===== src/design/cif_pkg.sv =====
package cif_pkg;

    localparam int LEVEL_BITS = 20;
    localparam int FRAC_BITS  = 16;
    localparam int FRAC_SHIFT = FRAC_BITS - 1;
    localparam int VAL_W      = LEVEL_BITS + 2;
    localparam int DIV_STEPS  = FRAC_BITS;
    localparam int PROD_W     = 2 * FRAC_BITS;
    localparam int SUM_W      = FRAC_BITS + 2;
    localparam int NUM_TRI    = 4;

    localparam logic [FRAC_BITS-1:0] FRAC_ONE     = FRAC_BITS'(1) << FRAC_SHIFT;
    localparam logic [FRAC_BITS-1:0] MIN_FRAC_RST = FRAC_BITS'(328);

    typedef enum logic [1:0] {
        TRI_OUTSIDE,
        TRI_INSIDE,
        TRI_MOSTLY_IN,
        TRI_MOSTLY_OUT
    } tri_case_t;

    typedef struct packed {
        logic signed [VAL_W-1:0] lo;
        logic signed [VAL_W-1:0] mid;
        logic signed [VAL_W-1:0] hi;
    } tri_vals_t;

endpackage


===== src/design/cif_div_pipe.sv =====
module cif_div_pipe (
    input  logic                           clk,
    input  logic                           en,
    input  logic [cif_pkg::VAL_W-1:0]      num,
    input  logic [cif_pkg::VAL_W-1:0]      den,
    output logic [cif_pkg::FRAC_BITS-1:0]  quo
);
    localparam int W = cif_pkg::VAL_W;
    localparam int S = cif_pkg::DIV_STEPS;

    logic [W-1:0]                  rem_reg [S];
    logic [W-1:0]                  den_reg [S];
    logic [cif_pkg::FRAC_BITS-1:0] quo_reg [S];
    logic [W-1:0]                  rem_next [S];
    logic [cif_pkg::FRAC_BITS-1:0] quo_next [S];

    // restoring division of num * 2^FRAC_SHIFT by den, one quotient bit per stage
    always_comb
    begin
        logic [W:0] trial;
        logic [W:0] diff;
        for (int k = 0; k < S; k++)
        begin
            if (k == 0)
                trial = {1'b0, num};
            else
                trial = {rem_reg[k-1], 1'b0};
            diff = trial - {1'b0, (k == 0) ? den : den_reg[k-1]};
            if (!diff[W])
            begin
                rem_next[k] = diff[W-1:0];
                quo_next[k] = (k == 0) ? cif_pkg::FRAC_BITS'(1)
                                       : {quo_reg[k-1][cif_pkg::FRAC_BITS-2:0], 1'b1};
            end
            else
            begin
                rem_next[k] = trial[W-1:0];
                quo_next[k] = (k == 0) ? '0
                                       : {quo_reg[k-1][cif_pkg::FRAC_BITS-2:0], 1'b0};
            end
        end
    end

    always_ff @(posedge clk)
    begin
        if (en)
        begin
            for (int k = 0; k < S; k++)
            begin
                rem_reg[k] <= rem_next[k];
                quo_reg[k] <= quo_next[k];
                den_reg[k] <= (k == 0) ? den : den_reg[k-1];
            end
        end
    end

    assign quo = quo_reg[S-1];
endmodule


===== config.mk =====
export PLATFORM = sky130hd
export DESIGN_NAME = cif_div_pipe
export DESIGN_NICKNAME = d
export VERILOG_FILES = /design/src/design/cif_pkg.sv /design/src/design/cif_div_pipe.sv
export SDC_FILE = /design/constraint.sdc
export NUM_CORES = 1
export LEC_CHECK = 0
export BUFFER_PORTS_ARGS = -buffer_cell sky130_fd_sc_hd__buf_2
export CAP_MARGIN = 5
export CORE_MARGIN = 2
export CORE_UTILIZATION = 40
export CTS_BUF_LIST = sky130_fd_sc_hd__clkbuf_2 sky130_fd_sc_hd__clkbuf_4 sky130_fd_sc_hd__clkbuf_8
export CTS_CLUSTER_DIAMETER = 100
export DETAILED_ROUTE_END_ITERATION = 10
export SYNTH_ARGS = -nofsm -noshare
export SYNTH_HDL_FRONTEND = slang
export SYNTH_SLANG_ARGS = --single-unit

===== constraint.sdc =====
create_clock -name clk -period 4.6 [get_ports clk]
set_input_delay 1.38 -clock clk [delete_from_list [all_inputs] [get_ports clk]]
set_output_delay 1.38 -clock clk [all_outputs]
set_load 0.02 [all_outputs]

==> results.json <==
{
  "min_period_ns": 3.942,
  "rr_startpoint": "den_reg[13][0]",
  "ctsResizeCount": 0,
  "overflow": 0,
  "crit_family": "compound AO/OA/AOI/OAI gates",
  "worstHoldPathCells": 0,
  "grt_pass1_wl_mm": 127.7,
  "synth_top_cell_by_area": "edfxtp_1",
  "layout_common_cells": "edfxtp_1, inv_1, ha_1, mux2_2, a21oi_1",
  "post_cts_buffers": 0,
  "layout-drive-gt1-share_pct": 17.17,
  "root_buffer": "clkbuf_8",
  "max-slew-margin-rel_pct": 39.67,
  "p_leak_nw": 20.25,
  "clk_pin_slew_ns": 0.06,
  "max_freq_mhz": 253.7,
  "max-cap-violations": 0,
  "cp_common_cell": "inv_1",
  "start_util_pct": 40.17,
  "clkLatencyLatePin_ns": 0.80,
  "finalHoldViolations": 0,
  "peakVddDrop_mv": 0.3434,
  "powerDensity_nw_per_um2": 696.9,
  "synth_top_area_share_pct": 53.92,
  "cts.path.max_buffers": 3,
  "timing.rr.end": "rem_reg[1][143]",
  "critPathMaxStageDelay_ns": 0.47,
  "synth.distinct_cells": 77,
  "ys_async_sr_fraction_pct": 0,
  "fin_nets": 4206,
  "synthCells": 3593,
  "layout_commonest_cell": "edfxtp_1",
  "die_area_sq_um": 113500,
  "path_class": "in2reg",
  "drcViolationCount": 0,
  "endpoint_kind": "flip-flop",
  "slew_violations": 0,
  "coreArea_sq_um": 110400,
  "grt_pass1_vias": 28360,
  "rrSetupSlack_ns": 0.67,
  "synth_seq_cells": 796,
  "yosysWarnings": 0,
  "dr.pass1.iters": 5,
  "ys_seq_area_share_pct": 53.92,
  "syn_nets": 3991,
  "ioPinCount": 62,
  "worstSetupEndpoint": "rem_reg[0][1]",
  "grtUsageTotal_pct": 13.52,
  "synthFlopType": "edfxtp_1",
  "wl_per_cell_microns": 13.82,
  "fin_skew_ns": 0.04486,
  "max_slew.worst_pin.slew_ns": 0.8933,
  "min_period_over_period_pct": 85.69,
  "crit_path_max_fanout": 13,
  "ant_nets": 0,
  "setup_viol": 0,
  "worstHoldPathType": "reg2reg",
  "wirelength_mm": 74.57,
  "startpoint": "num[0]",
  "synth.area.top_cells": "edfxtp_1, ha_1, mux2_2, inv_1, xnor2_1",
  "routed-via-count": 27140,
  "port_buffers": 61,
  "cts_sinks": 796,
  "ctsHoldBuffers": 0,
  "syn_to_final_growth_pct": 11.72,
  "synth_edf_count": 796,
  "critical_path_required_ns": 5.16,
  "die_h_microns": 336.9,
  "dp_hpwl_mm": 54.60,
  "drtIter0Drc": 1000,
  "setup_tns_ns": 0,
  "row_count": 122,
  "cp.depth": 15,
  "htree_levels": 4,
  "status": "finished clean",
  "rr_worst_depth": 13,
  "via_per_inst": 5.029,
  "grt_setup_unrepaired": "no",
  "antenna_found_initial": 1,
  "die_w_microns": 336.9,
  "cp_slowest_cell": "a2111oi_2",
  "cts_buffers": 144,
  "crit_arrival_ns": 4.50,
  "cp-start-kind": "input port",
  "synth_area_sq_um": 44330,
  "gp_congestion": 0.8742,
  "cts_tree": "done",
  "grt_max_degree": 96,
  "syn_area_per_cell_sq_um": 12.34,
  "crit_chain": "buf_2, inv_1, ha_1, inv_1, fa_1, a211oi_1, nor2_1, a2111oi_2, buf_4, nor3_1, o311ai_1, a21oi_1, a21oi_2, buf_12, mux2_2",
  "p_total_mw": 34.51,
  "path_buf_inv": 5
}
final cells by class:
type,instances,area [sq um]
fillers,10000,60840
flip-flops and latches,796,23900
multi-input cells,2332,18680
clock buffers,214,2551
well taps,1488,1862
inverters,428,1607
repair buffers,106,778.2
clock inverters,32,146.4
diodes,1,2.502
cell families after synthesis:
family | synth area share [%]
AO/OA/AOI/OAI | 12.39
multiplexers | 7.680
buffers and inverters | 4.166
AND/OR/NAND/NOR | 6.737
adder cells (fa/ha/maj) | 10.19
flip-flops | 53.92
XOR/XNOR | 4.920
cell usage after synthesis (8+ instances only):
cell	count
a21oi_1	220
o31a_1	14
a31oi_1	41
inv_1	427
mux2i_1	30
xnor2_1	178
mux2_4	17
xor2_1	71
a21o_1	102
a2111oi_0	10
edfxtp_1	796
buf_2	18
o21ai_0	130
a211oi_1	21
mux2_2	253
nand4_1	9
and2_1	19
nor2_1	173
a21boi_0	13
ha_1	337
o31ai_1	38
nor4_1	8
nor2b_1	54
or2_2	12
nand3_1	68
and3_1	30
nor3_1	48
a221oi_1	9
nand2b_1	29
o21bai_1	13
fa_1	15
o21a_1	82
a31o_2	14
or3_1	13
nand2_1	145
per-stage QoR:
| step | hold WS [ns] | setup WS, ns | std cells | instance area, sq um | utilization (%) |
|---|---|---|---|---|---|
| floorplan | 0.4003 | 0.1943 | 3593 | 44330 | - |
| global placement | 0.4015 | -0.1490 | 5150 | 46820 | 42.43 |
| detailed placement | 0.4045 | -0.1738 | 5150 | 46820 | 42.43 |
| CTS | 0.4053 | 0.6393 | 5396 | 49520 | 44.87 |
| global route | 0.4158 | 0.4301 | 5397 | 49530 | 44.87 |
| finish | 0.4085 | 0.6582 | 5397 | 49530 | 44.87 |
power breakdown:
group / internal (mW) / total [mW] / switching, mW
logic: 8.28 / 16.4 / 8.08
clock network: 3.51 / 6.26 / 2.76
registers: 11.0 / 11.9 / 0.900
total: 22.8 / 34.5 / 11.7
worst min path at each step:
stage	from	end	slack (ns)
finish	quo_reg[1][72]	quo_reg[1][89]	0.41
global route	quo_reg[0][65]	quo_reg[0][82]	0.42
CTS	quo_reg[0][65]	quo_reg[0][82]	0.41
detailed placement	quo_reg[0][84]	quo_reg[0][101]	0.40
global placement	quo_reg[0][118]	quo_reg[1][7]	0.40
floorplan	quo_reg[0][83]	quo_reg[0][100]	0.40
routing by layer:
layer / vias to the layer above / global-route usage, % / part of all wire, %
met5: - / 0 / 0
met3: 224 / 2.841 / 3.4
met1: 12810 / 13.25 / 38
met4: 0 / 7.447 / 4.6
li1: 13740 / - / -
met2: 366 / 26.14 / 54
(Power assumes the default switching activity.)
